==> src/hdl/pfdc_pkg.sv <==
// Shared types, sizes and helpers for the packet FIFO with duplicate filter.
// No dependencies; every other file of the block imports this package.
package pfdc_pkg;

  localparam int DEPTH     = 256;
  localparam int OCC_W     = $clog2(DEPTH + 1);
  localparam int CFG_W     = 9;
  localparam int CNT_W     = 9;
  localparam int CMP_W     = (OCC_W > CFG_W) ? OCC_W : CFG_W;
  localparam int CHUNK     = 32;
  localparam int NCHUNK    = (DEPTH + CHUNK - 1) / CHUNK;
  localparam int VEC_W     = NCHUNK * CHUNK;
  localparam int LEFT_W    = $clog2(NCHUNK + 1);
  localparam int ACC_W     = $clog2(DEPTH + 1);
  localparam int SAT_W     = (ACC_W > CNT_W) ? ACC_W : CNT_W;
  localparam int CNT_MAX   = 511;
  localparam int CAP_RESET = 256;

  localparam logic [1:0] ACT_ADD   = 2'd0;
  localparam logic [1:0] ACT_FWD   = 2'd1;
  localparam logic [1:0] ACT_COUNT = 2'd2;

  typedef struct packed {
    logic [1:0]  action;
    logic [15:0] source;
    logic [15:0] destination;
    logic [31:0] timestamp;
    logic [31:0] start_time;
    logic [31:0] end_time;
  } pfdc_in_t;

  typedef struct packed {
    logic        accepted;
    logic        out_valid;
    logic [15:0] out_source;
    logic [15:0] out_destination;
    logic [31:0] out_timestamp;
    logic [8:0]  match_count;
  } pfdc_out_t;

  typedef struct packed {
    logic [15:0] source;
    logic [15:0] destination;
    logic [31:0] timestamp;
  } pfdc_entry_t;

  typedef struct packed {
    logic capture;   // register compare results against the incoming request
    logic shift;     // take the right neighbor's entry
    logic write;     // load the new packet
    logic occupied;  // this slot holds a stored packet
  } pfdc_cell_ctrl_t;

  function automatic logic [3:0] pfdc_pop8(input logic [7:0] bits);
    logic [3:0] n;
    n = 4'd0;
    for (int b = 0; b < 8; b++) begin
      n = n + 4'(bits[b]);
    end
    return n;
  endfunction

  function automatic logic [5:0] pfdc_pop32(input logic [31:0] bits);
    return 6'(pfdc_pop8(bits[7:0])) + 6'(pfdc_pop8(bits[15:8]))
         + 6'(pfdc_pop8(bits[23:16])) + 6'(pfdc_pop8(bits[31:24]));
  endfunction

endpackage

==> src/hdl/pfdc_cell.sv <==
// One storage slot of the packet chain: holds an entry, shifts toward the head,
// and registers its duplicate and window-match flags. Depends on pfdc_pkg.
module pfdc_cell
  import pfdc_pkg::*;
(
  input  logic            clk_i,
  input  pfdc_cell_ctrl_t ctrl_i,
  input  pfdc_in_t        key_i,
  input  pfdc_entry_t     wr_entry_i,
  input  pfdc_entry_t     next_i,
  output pfdc_entry_t     entry_o,
  output logic            dup_o,
  output logic            match_o
);

  pfdc_entry_t entry_q, entry_d;
  logic        dup_q, dup_d;
  logic        match_q, match_d;

  always_comb begin
    entry_d = entry_q;
    if (ctrl_i.shift) begin
      entry_d = next_i;
    end
    if (ctrl_i.write) begin
      entry_d = wr_entry_i;
    end
    dup_d = ctrl_i.occupied
         && (entry_q.source == key_i.source)
         && (entry_q.destination == key_i.destination)
         && (entry_q.timestamp == key_i.timestamp);
    match_d = ctrl_i.occupied
           && (entry_q.destination == key_i.destination)
           && (entry_q.timestamp >= key_i.start_time)
           && (entry_q.timestamp <= key_i.end_time);
  end

  always_ff @(posedge clk_i) begin
    entry_q <= entry_d;
    if (ctrl_i.capture) begin
      dup_q   <= dup_d;
      match_q <= match_d;
    end
  end

  assign entry_o = entry_q;
  assign dup_o   = dup_q;
  assign match_o = match_q;

endmodule

==> config.mk <==
export PLATFORM = sky130hd
export DESIGN_NAME = pfdc_cell
export DESIGN_NICKNAME = d
export VERILOG_FILES = /design/src/hdl/pfdc_pkg.sv /design/src/hdl/pfdc_cell.sv
export SDC_FILE = /design/constraint.sdc
export NUM_CORES = 1
export LEC_CHECK = 0
export ABC_AREA = 1
export ABC_CLOCK_PERIOD_IN_PS = 1500
export BUFFER_PORTS_ARGS = -buffer_cell sky130_fd_sc_hd__buf_4
export CAP_MARGIN = 10
export CORE_ASPECT_RATIO = 1.4
export CORE_MARGIN = 1.5
export CORE_UTILIZATION = 30
export CTS_BUF_LIST = sky130_fd_sc_hd__clkbuf_4 sky130_fd_sc_hd__clkbuf_8
export DETAILED_ROUTE_END_ITERATION = 10
export GPL_TIMING_DRIVEN = 0
export PLACE_DENSITY = 0.67
export SLEW_MARGIN = 30
export SYNTH_ARGS = -nofsm -noshare
export SYNTH_HDL_FRONTEND = slang
export SYNTH_SLANG_ARGS = --single-unit
==> constraint.sdc <==
create_clock -name clk_i -period 1.5 [get_ports clk_i]
set_clock_uncertainty 0.05 [all_clocks]
set_input_delay 0.075 -clock clk_i [delete_from_list [all_inputs] [get_ports clk_i]]
set_output_delay 0.075 -clock clk_i [all_outputs]
set_load 0.01 [all_outputs]
==> results of run 1 <==
[through the flow]
step	area, sq um	power (W)	std cells	TNS, ns	util
2_1_floorplan	5323	0.003492	690	-0.2130	-
3_3_place_gp	8065	0.004651	1252	-16.77	0.4654
3_5_place_dp	8065	0.004695	1252	-17.19	0.4654
4_1_cts	9773	0.007003	1412	-0.5985	0.5639
5_1_grt	9877	0.007441	1418	-0.8533	0.5699
6_report	9877	0.006999	1418	-0.5684	0.5699
[path summary, 6_finish.rpt]
kind | startpoint | end | slack (ns) | cells after the start
setup reg to reg | entry_o[11]$_DFFE_PP_ | match_o$_DFFE_PP_ | -0.36 | 7
setup / recovery | entry_o[11]$_DFFE_PP_ | match_o$_DFFE_PP_ | -0.36 | 7
hold / removal | next_i[61] | entry_o[61]$_DFFE_PP_ | 0.01 | 3
hold reg to reg | entry_o[41]$_DFFE_PP_ | dup_o$_DFFE_PP_ | 0.86 | 5
[logic make-up after synthesis]
kind of cell,after synthesis,synth area share
compound gates,53,0.05527
flops,66,0.3725
buf+inv,111,0.07973
xor+xnor,46,0.07573
simple gates,350,0.2662
fa+ha+maj,64,0.1505
[synthesized netlist by cell type (3+ instances only)]
library cell and n:
a21oi_1 31, buf_2 6, clkbuf_1 7, edfxtp_1 66
ha_1 64, inv_1 96, nand2_1 285, nand3_1 8
nand4_1 9, nor2_1 23, nor3_1 12, o21a_1 3
o21ai_0 9, o22ai_1 6, xnor2_1 32, xor2_1 14
[final cells by class]
class	count	area, sq um
Sequential cell	66	1982
Clock inverter	7	116.4
Fill cell	1495	7453
Clock buffer	9	123.9
Buffer	13	58.81
Inverter	98	367.9
Timing Repair Buffer	476	3911
Tap cell	236	295.3
Multi-Input combinational cell	513	3022
[tightest hold or removal path, stage by stage]
cell and delay (ns):
buf_4 0.07, nand2_1 0.04, nand2_1 0.10
[metal layers]
| layer | track usage | up-vias |
|---|---|---|
| met4 | 0.08586 | 0 |
| met1 | 0.2319 | 2802 |
| met5 | 0 | - |
| met3 | 0.06189 | 45 |
| met2 | 0.4411 | 262 |
| li1 | - | 3183 |
[registers in the layout, summed over array words and instances, names as in the netlist]
signal   count
dup_o        1
entry_o     64
match_o      1
[timing repair]
action | 4_1_cts | 5_1_grt
pin swaps | 3 | 4
gates resized for setup | 11 | 11
endpoints found under the setup margin | 2 | 5
hold endpoints to repair | 65 | 0
hold buffers | 127 | 0
setup buffers | 17 | 5
[power breakdown]
part | switching, W | internal [W]
logic | 0.00110 | 0.00151
clock network | 0.000772 | 0.00110
registers | 0.000237 | 0.00227
==> results summary, run 1 <==
Synthesis produced a netlist with a net count of 1017. In the routed design, unresolved DRC markers number 0. The tree is rooted in a clkbuf_8. The post-synth design cell area came out at 5320 sq um.

Walking the worst path, the cells encountered are ha_4, nand4_1, nor3_2, nand3_1, nor3_1, a21oi_2, nor2_1. The total inserted antenna cells is 0. The share of synthesized flip-flops with an asynchronous set or reset came out at 0.

The startpoint-to-endpoint class of the critical path is flop to flop. The fmax came out at 0.5368 GHz. The unique cell type count in the Yosys netlist is 30. The post-route clock period utilization came out at 1.242. The fraction of layout instances using a drive strength above 1 came out at 0.3384.

In this run the worst hold path is classified as input pin to flop. The number of global-route vias before repair is 6553. The placer's final routability congestion estimate came out at 0.8473. The worst max-slew margin expressed relative to the limit is 0.5495. The delay of the slowest cell on the worst path came out at 0.54 ns. The maximum count of clock buffers along a single path came out at 2. The total track usage came out at 0.2306. For this configuration, the core starts out at a cell density of 0.3070. The highest routed metal layer is met4. The kind of cell adding the most delay to the critical path is simple AND/OR/NAND/NOR gates.

The detailed-route wire length per cell is 15.08 microns. The clock network latency to the later pin of the worst-skew pair is 0.36 ns. The checks that failed: negative setup slack.

Entering global routing, the biggest net connects 65 pins. The detailed-route wire length came out at 21390 microns. The number of buffer cells added on primary ports is 326. The post-layout minimum cycle time is 1.863 ns. The first-pass GRT wire length is 32210 microns.

The routed length on met1 came out at 7646 microns. The number of max-slew violations in the final report is 0. At the placement stage, the worst setup path has a slack of -0.4490 ns. Across all setup checks in the final design, the least slack found is -0.3630 ns. Summed over all nets, wire length on met2 after detailed routing comes to 11600 microns.

The power per cell area is 708.6 nW/um^2. The die extent in y came out at 160.6 microns. The post-detailed-placement half-perimeter wirelength came out at 16410 microns.

The top cell types in the final layout, fill and taps aside, are buf_4, nand2_1, dlygate4sd3_1. The routed layout has 6292 vias. The clock sink count is 66.

The max-capacitance violation count is 0. During I/O placement, the number of pins put on the boundary was 329. In the synthesized netlist the dominant register cell turns out to be edfxtp_1.

The maximum resistive drop on vdd came out at 498.5 uV. The count of final hold-check violations came to 0. Setup violations remaining at the end of the flow were counted as 2. The leakage power figure is 5.173 nW.

The worst-margin pin slew came out at 0.6758 ns. The sum of buffers and inverters on the critical path came out at 0. The initial DRC count came out at 163.

The number of standard-cell rows in the floorplan is 57. The post-synthesis sequential element count came out at 66. The area fraction of the dominant cell type after synthesis is 0.3725. Yosys mapped a number of flops with a built-in enable equal to 66. The layout overhead on the synthesized area is 85.65%.

The final layout contains 1504 nets. The routed via count divided by cell count is 4.437. The mean instance size in the synthesized netlist is 7.710 sq um. Yosys printed 0 warnings. The data required time of the worst path came out at 1.66 ns. The commonest non-fill, non-tap cell in the layout is buf_4. On the final layout, the worst hold slack is 0.01454 ns. Yosys attributes the largest share of cell area to edfxtp_1, nand2_1, ha_1. The endpoint arrival time on the critical path is 2.03 ns. The highest net fanout along the worst path is 4. The core area is 17330 sq um. The met3 wirelength from detailed routing came out at 1505 microns.

The number of antenna-violating nets in the routed design is 0. The initial antenna violation count is 0. TritonCTS built the clock tree. After global routing the overflow that remains totals 0. The full die area came out at 18550 sq um.

STA classifies the critical path startpoint as a flop. The run finished, with violations left. The clock transition time at the flip-flop clock pins of the worst setup and hold paths came out at 0.07 ns. The number of buffers created by CTS came out at 9. The largest total area in the synthesized netlist belongs to edfxtp_1. The floorplan die width came out at 115.5 microns. Setup repair after global routing could not meet its margin everywhere. Synthesis produced a netlist whose cell count is 690. For this run, the register share of the synthesized area comes to 0.3725.

The endpoint class of the critical path is a flop. The pre-antenna-repair detailed-routing pass consisted of 4 iterations. CTS built an H-tree with a depth of 3.

The critical path's slowest cell is edfxtp_1.
No activity file was read; power rests on OpenSTA's default activity.
==> run 2: changes to the inputs <==
--- a/config.mk
+++ b/config.mk
@@ -7,7 +7,7 @@
 export LEC_CHECK = 0
 export ABC_AREA = 1
 export ABC_CLOCK_PERIOD_IN_PS = 1500
-export BUFFER_PORTS_ARGS = -buffer_cell sky130_fd_sc_hd__buf_4
+export BUFFER_PORTS_ARGS = -buffer_cell sky130_fd_sc_hd__buf_2
 export CAP_MARGIN = 10
 export CORE_ASPECT_RATIO = 1.4
 export CORE_MARGIN = 1.5
==> run 2 against run 1 <==
Effect of this change: global-route usage is 0.16 points lower; maximum frequency is 0.88% lower; setup slack worse by 0.016 ns; critical path type unchanged; core utilization is 4.2 points lower; non-clock buffer count is 2 lower; the flow still finishes with violations (negative setup slack); count of clock-buffer cells in the layout is 1 higher.
==> results summary, run 2 (synthesized netlist as in run 1, its figures left out) <==
The post-layout minimum cycle time came to 1.879 ns (+0.01648 ns). The critical path is of the flop to flop type. The total of endpoints with negative setup slack in the final report came out at 2 (unchanged). The delay of the slowest cell on the worst path is 0.49 ns (-0.05 ns). The number of antenna-violating nets in the routed design is 0 (unchanged).

The worst setup path is launched from a flop. The floorplan die width is 115.5 microns (unchanged). The total number of nets in the final design came out at 1502 (-0.13%). The maximum count of clock buffers along a single path is 2 (unchanged). The detailed-route wire length per cell came to 15.19 microns (+0.68%). The max-capacitance violation count is 0 (unchanged). The post-detailed-placement half-perimeter wirelength is 16050 microns (-2.2%). The startpoint of the worst setup timing path is entry_o[7]$_DFFE_PP_. Counting stages on the worst path, the most repeated cell is nand2_1. The top-level I/O count came to 329 (unchanged). The full die area came out at 18550 sq um (unchanged).

The summed area of non-filler cells in the final layout came to 9153 sq um (-7.3%). The endpoint arrival time on the critical path came out at 1.92 ns (-0.11 ns). The placer's final routability congestion estimate is 0.9048 (+6.8%).

The highest net fanout along the worst path is 4 (unchanged). The maximum resistive drop on vdd is 397.1 uV (-20%). The critical path goes through ha_4, nand2_4, inv_1, nand2_1, nand2_2, nor2_1, nand2_1, nand2_1, nand2_2, nand2_1, nand2_1, nand2_1, nor2_1. The DRC violation count after routing came out at 0 (unchanged). The final reports fail on negative setup slack. The worst-case setup margin in the final layout came out at -0.3795 ns (-0.01648 ns). The detailed-route wire length is 21540 microns (+0.68%). The leakage power figure is 4.908 nW (-5.1%). Setup repair after global routing could not meet its margin everywhere. The library cells used most frequently in the layout, excluding fill and tap cells, are buf_2, nand2_1, dlygate4sd3_1. The library cell used most frequently in the layout, excluding fill and tap cells, is buf_2. The number of flip-flops in the largest register came out at 64 (unchanged). The area of placed instances came out at 7249 sq um (-10%). The initial antenna violation count came out at 2 (+2). STA classifies the critical path endpoint as a flop. The total via count in the routed design came out at 6351 (+0.94%).

The number of cells in the finished layout apart from fillers came out at 1418 (unchanged). The count of TritonRoute iterations in the first routing pass came out at 4 (unchanged). The number of global-route vias before repair is 6447 (-1.6%). The fill cell total of the finished layout came out at 1631 (+9.1%). In this run the clock root is driven by a clkbuf_8.

The total number of H-tree levels came out at 3 (unchanged). The clock transition time at the flip-flop clock pins of the worst setup and hold paths came to 0.09 ns (+0.02 ns). The worst max-slew margin expressed relative to the limit was 0.4924 (-0.05711). The fmax came out at 0.5321 GHz (-0.88%). The post-route clock period utilization came out at 1.253 (+0.01098). The maximum number of pins on one net before global-route repair is 65 (unchanged). The starting density of the core came out at 0.3070 (unchanged).

The number of placed cells counting well taps is 1252 (unchanged). The core area is 17330 sq um (unchanged). The worst hold path begins at next_i[61]. The number of standard-cell rows in the floorplan is 57 (unchanged). The core occupancy in the finished layout is 0.5281 (-0.04180). The routed via count divided by cell count is 4.479 (+0.94%). The number of buffers created by CTS was 9 (unchanged).

The run finished, with violations left. On the critical path, the stage with the largest delay is an instance of edfxtp_1. The power per cell area is 744.7 nW/um^2 (+5.1%). The clock network latency to the later pin of the worst-skew pair was 0.35 ns (about the same).

The first-pass GRT wire length came out at 31930 microns (-0.88%). The layout overhead on the synthesized area came out at 72.04%. The die extent in y was 160.6 microns (unchanged). The launch instance of the worst register-to-register path is entry_o[7]$_DFFE_PP_. The total power is 0.006816 W (-2.6%). The clock sink count came out at 66 (unchanged). The number of max-slew violations in the final report came out at 0 (unchanged). The final worst hold slack is 0.01545 ns (+0.0009031 ns).

The type of the tightest min-delay check is input pin to flop. TritonCTS built the clock tree. The total congestion overflow after global routing is 0 (unchanged). The count of final hold-check violations came to 0 (unchanged). The sum of buffers and inverters on the critical path is 1 (+1). The worst-margin pin slew is 0.7615 ns (+0.08567 ns). Among cell families on the critical path, the largest total delay comes from simple AND/OR/NAND/NOR gates. The fraction of layout instances using a drive strength above 1 came out at 0.3475 (+0.009048). The number of buffer cells added on primary ports came out at 326 (unchanged). The data required time of the worst path came out at 1.54 ns (-0.12 ns).

The total track usage came to 0.2290 (-0.001616). The initial DRC count came out at 260 (+60%).
==> run 2: cell type report <==
cell class | count | area (sq um) | area share
Multi-Input combinational cell | 513 | 3123 | 0.3412
Timing Repair Buffer | 474 | 3074 | 0.3359
Sequential cell | 66 | 1982 | 0.2165
Inverter | 98 | 367.9 | 0.04019
Tap cell | 236 | 295.3 | 0.03226
Clock buffer | 10 | 131.4 | 0.01435
Clock inverter | 6 | 115.1 | 0.01258
Buffer | 13 | 58.81 | 0.006425
Antenna cell | 2 | 5.005 | 0.0005468
==> run 2: per-layer routing <==
| layer | track usage | share of wire | vias up |
|---|---|---|---|
| met1 | 0.2385 | 0.37 | 2859 |
| met5 | 0 | 0 | - |
| met3 | 0.04717 | 0.059 | 46 |
| li1 | - | - | 3177 |
| met4 | 0.09428 | 0.034 | 0 |
| met2 | 0.4346 | 0.54 | 269 |
==> run 2: final timing paths <==
check             depth (start not counted)  slack (ns)                    end
setup / recovery                         13       -0.38      match_o$_DFFE_PP_
hold / removal                            3        0.02  entry_o[61]$_DFFE_PP_
setup reg to reg                         13       -0.38      match_o$_DFFE_PP_
hold reg to reg                           5        0.83        dup_o$_DFFE_PP_
==> run 2: metrics by stage <==
step,setup WS [ns],setup TNS (ns)
after floorplan,-0.2130,-0.2130
after global placement,-0.4454,-16.80
after detailed placement,-0.4654,-18.17
after CTS,-0.3902,-0.6694
after global routing,-0.4979,-0.8548
final,-0.3795,-0.6230
==> run 2: report_power, final <==
group / internal [W] / total [W] / switching [W]
logic: 0.00125 / 0.00239 / 0.00114
registers: 0.00227 / 0.00251 / 0.000237
clock network: 0.00113 / 0.00192 / 0.000791
==> run 2: tightest hold or removal path: stages <==
cell and delay, ns:
buf_2 0.07, nand2_1 0.04, nand2_1 0.09
==> run 2: timing repair <==
action,4_1_cts,5_1_grt
setup buffers,16,6
endpoints found under the setup margin,2,7
cloned,0,0
pin swaps,5,11
hold buffers,126,0
endpoints found under the hold margin,65,0
gates resized for setup,12,27
