### src/hdl/pfdc_pkg.sv
// Shared types, sizes and helpers for the packet FIFO with duplicate filter.
// No dependencies; every other file of the block imports this package.
package pfdc_pkg;

  localparam int DEPTH     = 256;
  localparam int OCC_W     = $clog2(DEPTH + 1);
  localparam int CFG_W     = 9;
  localparam int CNT_W     = 9;
  localparam int CMP_W     = (OCC_W > CFG_W) ? OCC_W : CFG_W;
  localparam int CHUNK     = 32;
  localparam int NCHUNK    = (DEPTH + CHUNK - 1) / CHUNK;
  localparam int VEC_W     = NCHUNK * CHUNK;
  localparam int LEFT_W    = $clog2(NCHUNK + 1);
  localparam int ACC_W     = $clog2(DEPTH + 1);
  localparam int SAT_W     = (ACC_W > CNT_W) ? ACC_W : CNT_W;
  localparam int CNT_MAX   = 511;
  localparam int CAP_RESET = 256;

  localparam logic [1:0] ACT_ADD   = 2'd0;
  localparam logic [1:0] ACT_FWD   = 2'd1;
  localparam logic [1:0] ACT_COUNT = 2'd2;

  typedef struct packed {
    logic [1:0]  action;
    logic [15:0] source;
    logic [15:0] destination;
    logic [31:0] timestamp;
    logic [31:0] start_time;
    logic [31:0] end_time;
  } pfdc_in_t;

  typedef struct packed {
    logic        accepted;
    logic        out_valid;
    logic [15:0] out_source;
    logic [15:0] out_destination;
    logic [31:0] out_timestamp;
    logic [8:0]  match_count;
  } pfdc_out_t;

  typedef struct packed {
    logic [15:0] source;
    logic [15:0] destination;
    logic [31:0] timestamp;
  } pfdc_entry_t;

  typedef struct packed {
    logic capture;   // register compare results against the incoming request
    logic shift;     // take the right neighbor's entry
    logic write;     // load the new packet
    logic occupied;  // this slot holds a stored packet
  } pfdc_cell_ctrl_t;

  function automatic logic [3:0] pfdc_pop8(input logic [7:0] bits);
    logic [3:0] n;
    n = 4'd0;
    for (int b = 0; b < 8; b++) begin
      n = n + 4'(bits[b]);
    end
    return n;
  endfunction

  function automatic logic [5:0] pfdc_pop32(input logic [31:0] bits);
    return 6'(pfdc_pop8(bits[7:0])) + 6'(pfdc_pop8(bits[15:8]))
         + 6'(pfdc_pop8(bits[23:16])) + 6'(pfdc_pop8(bits[31:24]));
  endfunction

endpackage

### src/hdl/pfdc_counter.sv
// Chunked population count of the window-match flags, 32 flags per cycle,
// saturated to the result width. Depends on pfdc_pkg.
module pfdc_counter
  import pfdc_pkg::*;
(
  input  logic             clk_i,
  input  logic             rst_ni,
  input  logic             load_i,
  input  logic [VEC_W-1:0] match_i,
  output logic             done_o,
  output logic [CNT_W-1:0] count_o
);

  logic [VEC_W-1:0]  vec_q, vec_d;
  logic [LEFT_W-1:0] left_q, left_d;
  logic [ACC_W-1:0]  acc_q, acc_d;
  logic [ACC_W-1:0]  sum;
  logic [SAT_W-1:0]  sum_ext;

  always_comb begin
    sum     = acc_q + ACC_W'(pfdc_pop32(vec_q[CHUNK-1:0]));
    sum_ext = SAT_W'(sum);
    count_o = (sum_ext > SAT_W'(CNT_MAX)) ? CNT_W'(CNT_MAX) : CNT_W'(sum_ext);
    done_o  = (left_q == LEFT_W'(1));
    vec_d   = vec_q;
    left_d  = left_q;
    acc_d   = acc_q;
    if (load_i) begin
      vec_d  = match_i;
      left_d = LEFT_W'(NCHUNK);
      acc_d  = '0;
    end else if (left_q != '0) begin
      vec_d  = vec_q >> CHUNK;
      left_d = left_q - LEFT_W'(1);
      acc_d  = sum;
    end
  end

  always_ff @(posedge clk_i or negedge rst_ni) begin
    if (!rst_ni) begin
      left_q <= '0;
    end else begin
      left_q <= left_d;
    end
  end

  always_ff @(posedge clk_i) begin
    vec_q <= vec_d;
    acc_q <= acc_d;
  end

endmodule

### config.mk
export PLATFORM = sky130hd
export DESIGN_NAME = pfdc_counter
export DESIGN_NICKNAME = d
export VERILOG_FILES = /design/src/hdl/pfdc_pkg.sv /design/src/hdl/pfdc_counter.sv
export SDC_FILE = /design/constraint.sdc
export NUM_CORES = 1
export LEC_CHECK = 0
export BUFFER_PORTS_ARGS = -buffer_cell sky130_fd_sc_hd__buf_2
export CORE_UTILIZATION = 55
export DETAILED_ROUTE_END_ITERATION = 12
export GPL_TIMING_DRIVEN = 1
export PLACE_DENSITY = 0.82
export SLEW_MARGIN = 30
export SYNTH_ARGS = -nofsm -noshare
export SYNTH_HDL_FRONTEND = slang
export SYNTH_SLANG_ARGS = --single-unit
### constraint.sdc
create_clock -name clk_i -period 17.34 [get_ports clk_i]
set_input_delay 0.867 -clock clk_i [delete_from_list [all_inputs] [get_ports clk_i]]
set_output_delay 0.867 -clock clk_i [all_outputs]
set_load 0.02 [all_outputs]
==> summary.log, run 1 <==
INFO  detailed_routing antenna_left=0
INFO  critical_path  crit_path_frequent_cell=fa_1
INFO  layout         most-common-layout-cells=267 x buf_2, 256 x edfxtp_1, 224 x mux2_2
INFO  floorplan      die_width=151um
INFO  detailed_routing dr_total_vias=6,690
INFO  yosys          ys_seq_area_share=65.3%
INFO  global_routing grtUsageTotal=21.3%
INFO  clocking       tritoncts=done
INFO  sta            report.final.slew_viol_count=0
INFO  detailed_routing drt-pass1-iter-count=4
INFO  sta            timing.final.crit_share=37.3%
INFO  detailed_routing avgRoutedWirePerCell=18.3um
INFO  floorplan      floorplan.die_area=0.0228mm2
INFO  sta            fmax=155MHz
INFO  detailed_routing dr.first_iter.drc_count=283
INFO  placed_design  dp.cells=1,243
INFO  clocking       worstSkewPairLatency=0.52ns
INFO  clocking       ctsLongestPathBuffers=3
INFO  yosys          postSynthRegisterBits=269
INFO  yosys          syn_nets=1,024
INFO  placed_design  io_buffers=268
INFO  placed_design  place_ws=11.39ns
INFO  yosys          synthesis.yosys.warnings=0
INFO  critical_path  worstPathBufferInverterCount=3
INFO  layout         final_common_cell=buf_2
INFO  sta            postLayoutSetupSlackWorst=10.88ns
INFO  layout         finish.net_count=1,295
INFO  critical_path  critical_path.max_fanout=3
INFO  clocking       cts_resized=0
INFO  layout         syn_to_final_growth=20.5%
INFO  sta            setup_viol=0
INFO  layout         final-seq-area=0.00797mm2
INFO  floorplan      die_y=151um
INFO  global_routing antenna_found_initial=16
INFO  yosys          synth_cell_types=35
INFO  sta            fin_worst_skew=0.0137ns
INFO  critical_path  setup.worst_path.start_class=flop
INFO  sta            tns=0ns
INFO  critical_path  critical-path-top-delay-family=adder cells
INFO  critical_path  critPathSlowestCell=fa_1
INFO  critical_path  arrival=5.60ns
INFO  critical_path  r2r_setup_slack=12.21ns
INFO  global_routing grt_first_pass_wirelength=36,200um
INFO  global_routing grt_start_max_net_pins=93
INFO  yosys          syn_area_per_cell=16.9um2
INFO  sta            worst_slew_pin_slew=0.818ns
INFO  clocking       cts-hold-fix-buffers=0
INFO  placed_design  place.detailed.hpwl=17,100um
INFO  layout         fin_cells=1,303
INFO  global_routing grt.overflow.total=0
INFO  layout         final_layout_size_suffix_gt1_share=53.5%
INFO  layout         multiInputGateArea=0.00390mm2
INFO  floorplan      top_level_ports=269
INFO  clocking       htree_levels=1
INFO  clocking       clock_tree.root_cell=clkbuf_16
INFO  floorplan      placementRows=54
INFO  critical_path  timing.critical_path.required=16.47ns
INFO  clocking       tritoncts.num_buffers=28
INFO  sta            setup_repair_after_global_routing_missed_its_margin=no
INFO  sta            worst_slew_margin_rel=45.5%
INFO  global_routing grt_pass1_vias=7,116
INFO  sta            final.min_clock_period=6.46ns
INFO  hold_path      min_path_type=in -> async
INFO  clocking       worst_setup_hold_path_clk_slew=0.06ns
INFO  status         outcome=complete, no violations
INFO  job            maxCapViolCount=0
INFO  critical_path  timing.critical_path.cells=fa_1 -> inv_1 -> fa_1 -> fa_1 -> fa_1 -> fa_1 -> fa_1 -> fa_1 -> inv_1 -> fa_1 -> a21oi_1 -> a21oi_1 -> o211ai_1 -> xnor2_1 -> buf_2
INFO  sta            timing.final.hold_violations=0
INFO  clocking       cts_setup_buffers=0
INFO  placed_design  place.gp.congestion=0.838
INFO  yosys          syn-cell-area=0.0122mm2
INFO  floorplan      core_area=0.0218mm2
INFO  clocking       clock_sink_count=269
INFO  detailed_routing via_per_inst=5.13
INFO  yosys          post_synth_inst_count=722
INFO  critical_path  endpoint_kind=output port
INFO  critical_path  crit_type=reg -> out
INFO  detailed_routing drt_drc_violations_left=0
INFO  floorplan      initial_utilization=56.0%
INFO  critical_path  critPathMaxStageDelay=0.55ns
INFO  detailed_routing drt-total-wl=23,900um
INFO  layout         n_fill_cell=1,544
-- per-layer routing --
layer,routed length [um],track usage (%)
met2,12400,37.5
met5,59,0
met1,8840,23.8
met4,727,8.95
met3,1810,6.75
-- cells in the mapped netlist --
library cell,number,area share [%]
edfxtp_1,256,63
mux2_2,224,21
inv_1,46,1.4
and2_1,34,1.7
buf_2,26,1.1
fa_1,26,4.3
ha_1,17,1.7
nand2_1,11,0.34
nor2_1,10,0.31
dfxtp_1,9,1.5
a21oi_1,8,0.33
clkbuf_1,7,0.22
dfrtp_1,4,0.82
nand2b_1,4,0.21
nor3_1,4,0.16
o21ai_0,4,0.16
xnor2_1,4,0.29
xor2_1,4,0.29
a211oi_1,3,0.18
nand3_1,2,0.082
o2111ai_1,2,0.14
o211ai_1,2,0.12
o21ai_1,2,0.082
or3_1,2,0.10
a211o_1,1,0.072
a21oi_2,1,0.072
a31oi_1,1,0.051
buf_4,1,0.062
nand3b_1,1,0.062
nand4b_1,1,0.072
nor4b_1,1,0.072
o21a_1,1,0.062
o31ai_1,1,0.062
or3_2,1,0.062
or4_1,1,0.062
-- metrics by stage --
step	area [um2]	hold WS [ns]	utilization [%]
floorplan	12200	0.436	-
global placement	13800	0.444	63.3
global route	14700	0.121	67.5
detailed placement	13800	0.457	63.5
finish	14700	0.144	67.5
CTS	14700	0.120	67.4
-- logic make-up (layout without fill, tap and decap cells) --
group | count (synthesis) | in the layout | synth area share [%]
AO/OA/AOI/OAI | 26 | 26 | 1.34
XOR/XNOR | 8 | 8 | 0.575
adder cells (fa/ha/maj) | 43 | 43 | 6.01
buffers and inverters | 80 | 373 | 2.76
flip-flops | 269 | 269 | 65.3
multiplexers | 224 | 224 | 20.7
other | 0 | 8 | 0
AND/OR/NAND/NOR | 72 | 72 | 3.27
-- sequential cells by signal, indices dropped and copies added, names as in the netlist --
register / flops
left_q: 4
acc_q: 9
vec_q: 256
-- final cells by class --
class                   count  area share, %
multi-input cells         373           26.5
well taps                 280           2.39
inverters                  46           1.18
repair buffers            275           9.78
clock buffers              32           5.02
clock inverters            20          0.724
diodes                      8          0.136
flip-flops and latches    269           54.3
-- worst paths after layout --
check,to,cells after the start,startpoint
max,count_o[8],15,vec_q[17]
min,left_q[1],1,rst_ni
max reg2reg,acc_q[8],15,vec_q[17]
min reg2reg,acc_q[6],2,acc_q[6]
max in group asynchronous,left_q[2],1,rst_ni
min in group clk_i,acc_q[6],2,acc_q[6]
Power of run 1 is left out: the tool's default activity adds up to more than one toggle a clock period on the data nets, which glitch-free logic cannot reach.
==> inputs of run 2 (changes only) <==
--- a/config.mk
+++ b/config.mk
@@ -6,10 +6,10 @@
 export NUM_CORES = 1
 export LEC_CHECK = 0
 export BUFFER_PORTS_ARGS = -buffer_cell sky130_fd_sc_hd__buf_2
-export CORE_UTILIZATION = 55
+export CORE_UTILIZATION = 49
 export DETAILED_ROUTE_END_ITERATION = 12
 export GPL_TIMING_DRIVEN = 1
-export PLACE_DENSITY = 0.82
+export PLACE_DENSITY = 0.77
 export SLEW_MARGIN = 30
 export SYNTH_ARGS = -nofsm -noshare
 export SYNTH_HDL_FRONTEND = slang
==> constraint.sdc (replaced) <==
create_clock -name clk_i -period 5.9 [get_ports clk_i]
set_input_delay 0.295 -clock clk_i [delete_from_list [all_inputs] [get_ports clk_i]]
set_output_delay 0.295 -clock clk_i [all_outputs]
set_load 0.02 [all_outputs]
==> run 2 against run 1 <==
  * Die area is 12% higher
  * Hold slack worse by 0.10 ns
  * Register-to-register slack worse by 11 ns
  * Wire length is 2.1% higher
  * Critical path depth stayed put
  * Final cell count is 3.8% higher
  * Count of clock-buffer cells in the layout is 1 higher
  * Via count is 0.61% higher
  * Core utilization is 7.0 points lower
  * Clock skew is 0.0012 ns higher
  * Largest cell class unchanged
==> summary.log, run 2 (synthesized netlist as in run 1, its figures left out) <==
INFO  floorplan      top_level_ports=269
INFO  placed_design  io_buffers=268
INFO  global_routing grt_first_pass_wirelength=37,600um
INFO  layout         most-common-layout-cells=265 x buf_2, 256 x edfxtp_1, 224 x mux2_2
INFO  job            maxCapViolCount=0
INFO  floorplan      die_y=160um
INFO  critical_path  critPathMaxStageDelay=0.55ns
INFO  sta            fin_worst_hold_slack=0.0422ns
INFO  critical_path  critPathSlowestCell=fa_1
INFO  sta            report.final.slew_viol_count=0
INFO  critical_path  critical-path-top-delay-family=adder cells
INFO  global_routing grt.overflow.total=0
INFO  placed_design  dp.cells=1,286
INFO  hold_path      min_path_type=in -> reg
INFO  detailed_routing via_per_inst=4.97
INFO  detailed_routing dr_total_vias=6,731
INFO  critical_path  critical_path.max_fanout=2
INFO  sta            final.min_clock_period=5.75ns
INFO  layout         n_fill_cell=1,875
INFO  status         outcome=complete, no violations
INFO  critical_path  worstPathBufferInverterCount=4
INFO  critical_path  arrival=5.46ns
INFO  sta            worst_slew_margin_rel=38.5%
INFO  sta            worst_slew_pin_slew=0.923ns
INFO  clocking       clock_tree.root_cell=clkbuf_16
INFO  layout         finish.net_count=1,297
INFO  placed_design  place.detailed.hpwl=16,900um
INFO  clocking       htree_levels=1
INFO  critical_path  timing.critical_path.required=5.61ns
INFO  critical_path  crit_type=reg -> out
INFO  clocking       clock_sink_count=269
INFO  critical_path  setup.worst_path.start_class=flop
INFO  clocking       worstSkewPairLatency=0.53ns
INFO  floorplan      placementRows=57
INFO  layout         largest_register=vec_q
INFO  layout         final_common_cell=buf_2
INFO  clocking       tritoncts=done
INFO  sta            timing.final.crit_share=97.5%
INFO  floorplan      floorplan.die_area=0.0255mm2
INFO  detailed_routing avgRoutedWirePerCell=18.0um
INFO  sta            fmax=174MHz
INFO  global_routing grt_pass1_vias=7,285
INFO  layout         top_regs=vec_q (256), acc_q (9), left_q (4)
INFO  detailed_routing dr.first_iter.drc_count=480
INFO  global_routing grt_start_max_net_pins=93
INFO  floorplan      die_width=160um
INFO  sta            timing.final.hold_violations=0
INFO  detailed_routing drt-total-wl=24,400um
INFO  layout         syn_to_final_growth=21.1%
INFO  critical_path  endpoint_kind=output port
INFO  clocking       worst_setup_hold_path_clk_slew=0.06ns
INFO  global_routing grtUsageTotal=19.1%
INFO  critical_path  timing.critical_path.cells=fa_1 -> inv_1 -> fa_1 -> fa_1 -> fa_1 -> fa_1 -> fa_1 -> fa_1 -> inv_1 -> fa_2 -> a21oi_2 -> buf_4 -> o2111ai_1 -> xor2_1 -> buf_4
INFO  sta            fin_worst_skew=0.0149ns
INFO  layout         largest_reg_flops=256
INFO  clocking       ctsLongestPathBuffers=3
INFO  detailed_routing drt_drc_violations_left=0
INFO  critical_path  crit_path_frequent_cell=fa_1
INFO  floorplan      core_area=0.0244mm2
INFO  sta            tns=0ns
INFO  layout         fin_cells=1,353
INFO  clocking       tritoncts.num_buffers=29
INFO  global_routing antenna_found_initial=18
INFO  detailed_routing antenna_left=0
INFO  floorplan      initial_utilization=50.0%
INFO  sta            setup_viol=0
INFO  placed_design  place.gp.congestion=0.852
INFO  layout         final_layout_size_suffix_gt1_share=53.6%
INFO  detailed_routing drt-pass1-iter-count=4
run 2: cell types whose count changed in the layout (fill, tap and decap cells not counted), sizes merged:
| cell | delta |
|---|---|
| clkbuf | +1 |
| dlygate4sd3 | +1 |
| clkinvlp | -4 |
| clkinv | +2 |
| diode | +6 |
run 2: final timing paths:
kind / cells after the start / end / start / slack, ns
setup / recovery: 15 / count_o[6] / vec_q[11] / 0.15
hold / removal: 2 / vec_q[232] / match_i[232] / 0.04
setup reg to reg: 16 / acc_q[6] / vec_q[11] / 0.85
hold reg to reg: 2 / acc_q[6] / acc_q[6] / 0.47
max in group asynchronous: 2 / left_q[3] / rst_ni / 5.69
min in group asynchronous: 2 / left_q[2] / rst_ni / 0.09
run 2: timing repair:
item                                    4_1_cts  5_1_grt
endpoints found under the setup margin        0        3
endpoints found under the hold margin         4        0
hold buffers                                  1        0
buffers inserted                              0        1
gates resized for setup                       0        5
run 2: final cells by class:
| class | count | area [um2] | area share [%] |
|---|---|---|---|
| Antenna cell | 14 | 35.0 | 0.237 |
| Clock inverter | 18 | 87.6 | 0.593 |
| Timing Repair Buffer | 276 | 1450 | 9.79 |
| Tap cell | 324 | 405 | 2.75 |
| Sequential cell | 269 | 7970 | 54.0 |
| Inverter | 46 | 173 | 1.17 |
| Clock buffer | 33 | 741 | 5.02 |
| Multi-Input combinational cell | 373 | 3910 | 26.5 |
run 2: stage by stage:
| stage | util [%] | setup WS [ns] | cell area, um2 |
|---|---|---|---|
| after global placement | 56.7 | 0.667 | 13800 |
| after floorplan | - | 0.866 | 12200 |
| final | 60.5 | 0.147 | 14800 |
| after global routing | 60.5 | -0.0165 | 14800 |
| after detailed placement | 56.9 | 0.569 | 13900 |
| after CTS | 60.3 | 0.0140 | 14700 |
run 2: metal layers:
metal	vias up	part of all wire, %	track usage [%]
met2	185	52	34.1
met4	8	3.7	9.09
li1	3244	-	-
met5	-	0.23	0
met1	3229	38	21.2
met3	65	5.7	4.91
Power of run 2 is left out for the same reason.
==> inputs of run 3 (changes only) <==
--- a/config.mk
+++ b/config.mk
@@ -5,11 +5,13 @@
 export SDC_FILE = /design/constraint.sdc
 export NUM_CORES = 1
 export LEC_CHECK = 0
+export ABC_CLOCK_PERIOD_IN_PS = 5900
 export BUFFER_PORTS_ARGS = -buffer_cell sky130_fd_sc_hd__buf_2
 export CORE_UTILIZATION = 49
 export DETAILED_ROUTE_END_ITERATION = 12
 export GPL_TIMING_DRIVEN = 1
 export PLACE_DENSITY = 0.77
+export REMOVE_ABC_BUFFERS = 1
 export SLEW_MARGIN = 30
 export SYNTH_ARGS = -nofsm -noshare
 export SYNTH_HDL_FRONTEND = slang
==> run 3 against run 2 <==
  * Cell area increased by 0.18%
  * First-iteration DRC count decreased by 22%
  * Largest cell class unchanged
  * Final cell count decreased by 0.59%
  * Critical endpoint is now count_o[8]
  * Die area unchanged
  * Critical path type unchanged
==> summary.log, run 3 (synthesized netlist as in run 1, its figures left out) <==
INFO  global_routing grt_start_max_net_pins=127
INFO  placed_design  place.detailed.hpwl=14,700um
INFO  placed_design  dp.cells=1,285
INFO  detailed_routing dr.first_iter.drc_count=375
INFO  status         outcome=complete, no violations
INFO  sta            timing.final.hold_violations=0
INFO  sta            fin_worst_skew=0.0103ns
INFO  detailed_routing drt-pass1-iter-count=4
INFO  clocking       tritoncts=done
INFO  sta            postLayoutSetupSlackWorst=0.190ns
INFO  sta            timing.final.crit_share=96.8%
INFO  layout         final_layout_size_suffix_gt1_share=53.9%
INFO  critical_path  crit_type=reg -> out
INFO  detailed_routing dr_total_vias=6,681
INFO  layout         syn_to_final_growth=21.3%
INFO  layout         largest_register=vec_q
INFO  sta            final.min_clock_period=5.71ns
INFO  sta            worst_slew_margin_rel=44.6%
INFO  clocking       clock_tree.root_cell=clkbuf_16
INFO  floorplan      die_y=160um
INFO  clocking       worstSkewPairLatency=0.53ns
INFO  global_routing grt_first_pass_wirelength=34,900um
INFO  placed_design  io_buffers=268
INFO  layout         finish.net_count=1,297
INFO  detailed_routing via_per_inst=4.97
INFO  critical_path  setup.worst_path.start_class=flop
INFO  job            maxCapViolCount=0
INFO  floorplan      core_area=0.0244mm2
INFO  layout         most-common-layout-cells=265 x buf_2, 256 x edfxtp_1, 224 x mux2_2
INFO  clocking       clock_sink_count=269
INFO  detailed_routing avgRoutedWirePerCell=16.3um
INFO  hold_path      min_path_type=in -> reg
INFO  detailed_routing drt-total-wl=22,000um
INFO  global_routing grt_pass1_vias=7,191
INFO  global_routing grtUsageTotal=17.1%
INFO  layout         fin_cells=1,345
INFO  placed_design  place.gp.congestion=0.825
INFO  sta            setup_repair_after_global_routing_missed_its_margin=yes
INFO  critical_path  timing.critical_path.required=5.61ns
INFO  sta            worst_slew_pin_slew=0.832ns
INFO  detailed_routing antenna_left=0
INFO  floorplan      placementRows=57
INFO  sta            fin_worst_hold_slack=0.0453ns
INFO  sta            report.final.slew_viol_count=0
INFO  layout         largest_reg_flops=256
INFO  critical_path  endpoint_kind=output port
INFO  global_routing grt.overflow.total=0
INFO  global_routing antenna_found_initial=5
INFO  critical_path  critical_path.max_fanout=2
INFO  clocking       tritoncts.num_buffers=28
INFO  floorplan      top_level_ports=269
INFO  clocking       htree_levels=1
INFO  sta            fmax=175MHz
INFO  layout         top_regs=vec_q (256), acc_q (9), left_q (4)
INFO  clocking       worst_setup_hold_path_clk_slew=0.06ns
INFO  floorplan      floorplan.die_area=0.0255mm2
INFO  clocking       ctsLongestPathBuffers=3
INFO  placed_design  place_ws=0.519ns
INFO  detailed_routing drt_drc_violations_left=0
INFO  sta            setup_viol=0
INFO  layout         final_common_cell=buf_2
INFO  critical_path  arrival=5.41ns
INFO  floorplan      initial_utilization=50.0%
INFO  floorplan      die_width=160um
-- run 3: path summary, 6_finish.rpt --
path	to	slack, ns	cells after the start	from
worst max-delay path	count_o[8]	0.19	15	vec_q[0]
worst min-delay path	vec_q[242]	0.05	2	match_i[242]
worst max register to register	acc_q[6]	0.91	16	vec_q[0]
worst min register to register	acc_q[1]	0.47	2	acc_q[1]
max in group asynchronous	left_q[1]	5.68	2	rst_ni
min in group asynchronous	left_q[0]	0.10	2	rst_ni
-- run 3: cell type report --
cell class                 count  area (um2)
fill                        1909        9600
sequential                   269        7970
multi-input combinational    373        3910
timing repair buffer         277        1460
clock buffer                  41         811
tap                          324         405
inverter                      46         173
clock inverter                11        52.6
antenna                        4        10.0
-- run 3: stage by stage --
stage	TNS [ns]	instance area, um2	utilization [%]
after floorplan	-334.88	12000	-
after global placement	0	13800	56.8
after detailed placement	0	13800	56.8
after CTS	0	14700	60.4
after global routing	-0.0955	14800	60.6
final	0	14800	60.6
-- run 3: worst max-delay path, stage by stage (launching register included) --
cell and delay [ns]:
edfxtp_1 0.40, fa_1 0.55, inv_1 0.05, fa_1 0.49, fa_1 0.44, fa_1 0.51, fa_1 0.43, fa_1 0.52
fa_2 0.21, inv_2 0.04, fa_2 0.39, a21oi_2 0.18, a21oi_1 0.11, o211ai_1 0.24, xnor2_1 0.15, buf_4 0.16
-- run 3: per-layer routing --
layer / up-vias / global-route usage (%) / part of all wire (%)
met5: - / 0 / 0.046
met1: 3204 / 18.6 / 38
li1: 3234 / - / -
met2: 199 / 30.7 / 52
met3: 42 / 5.74 / 7.6
met4: 2 / 6.86 / 3.0
-- run 3: repair_timing --
action / in CTS / in global routing
hold buffers: 1 / 0
buffers inserted: 0 / 2
setup endpoints to repair: 1 / 3
hold endpoints to repair: 4 / 0
gates resized for setup: 1 / 6
pin swaps: 0 / 4
Power of run 3 is left out for the same reason.
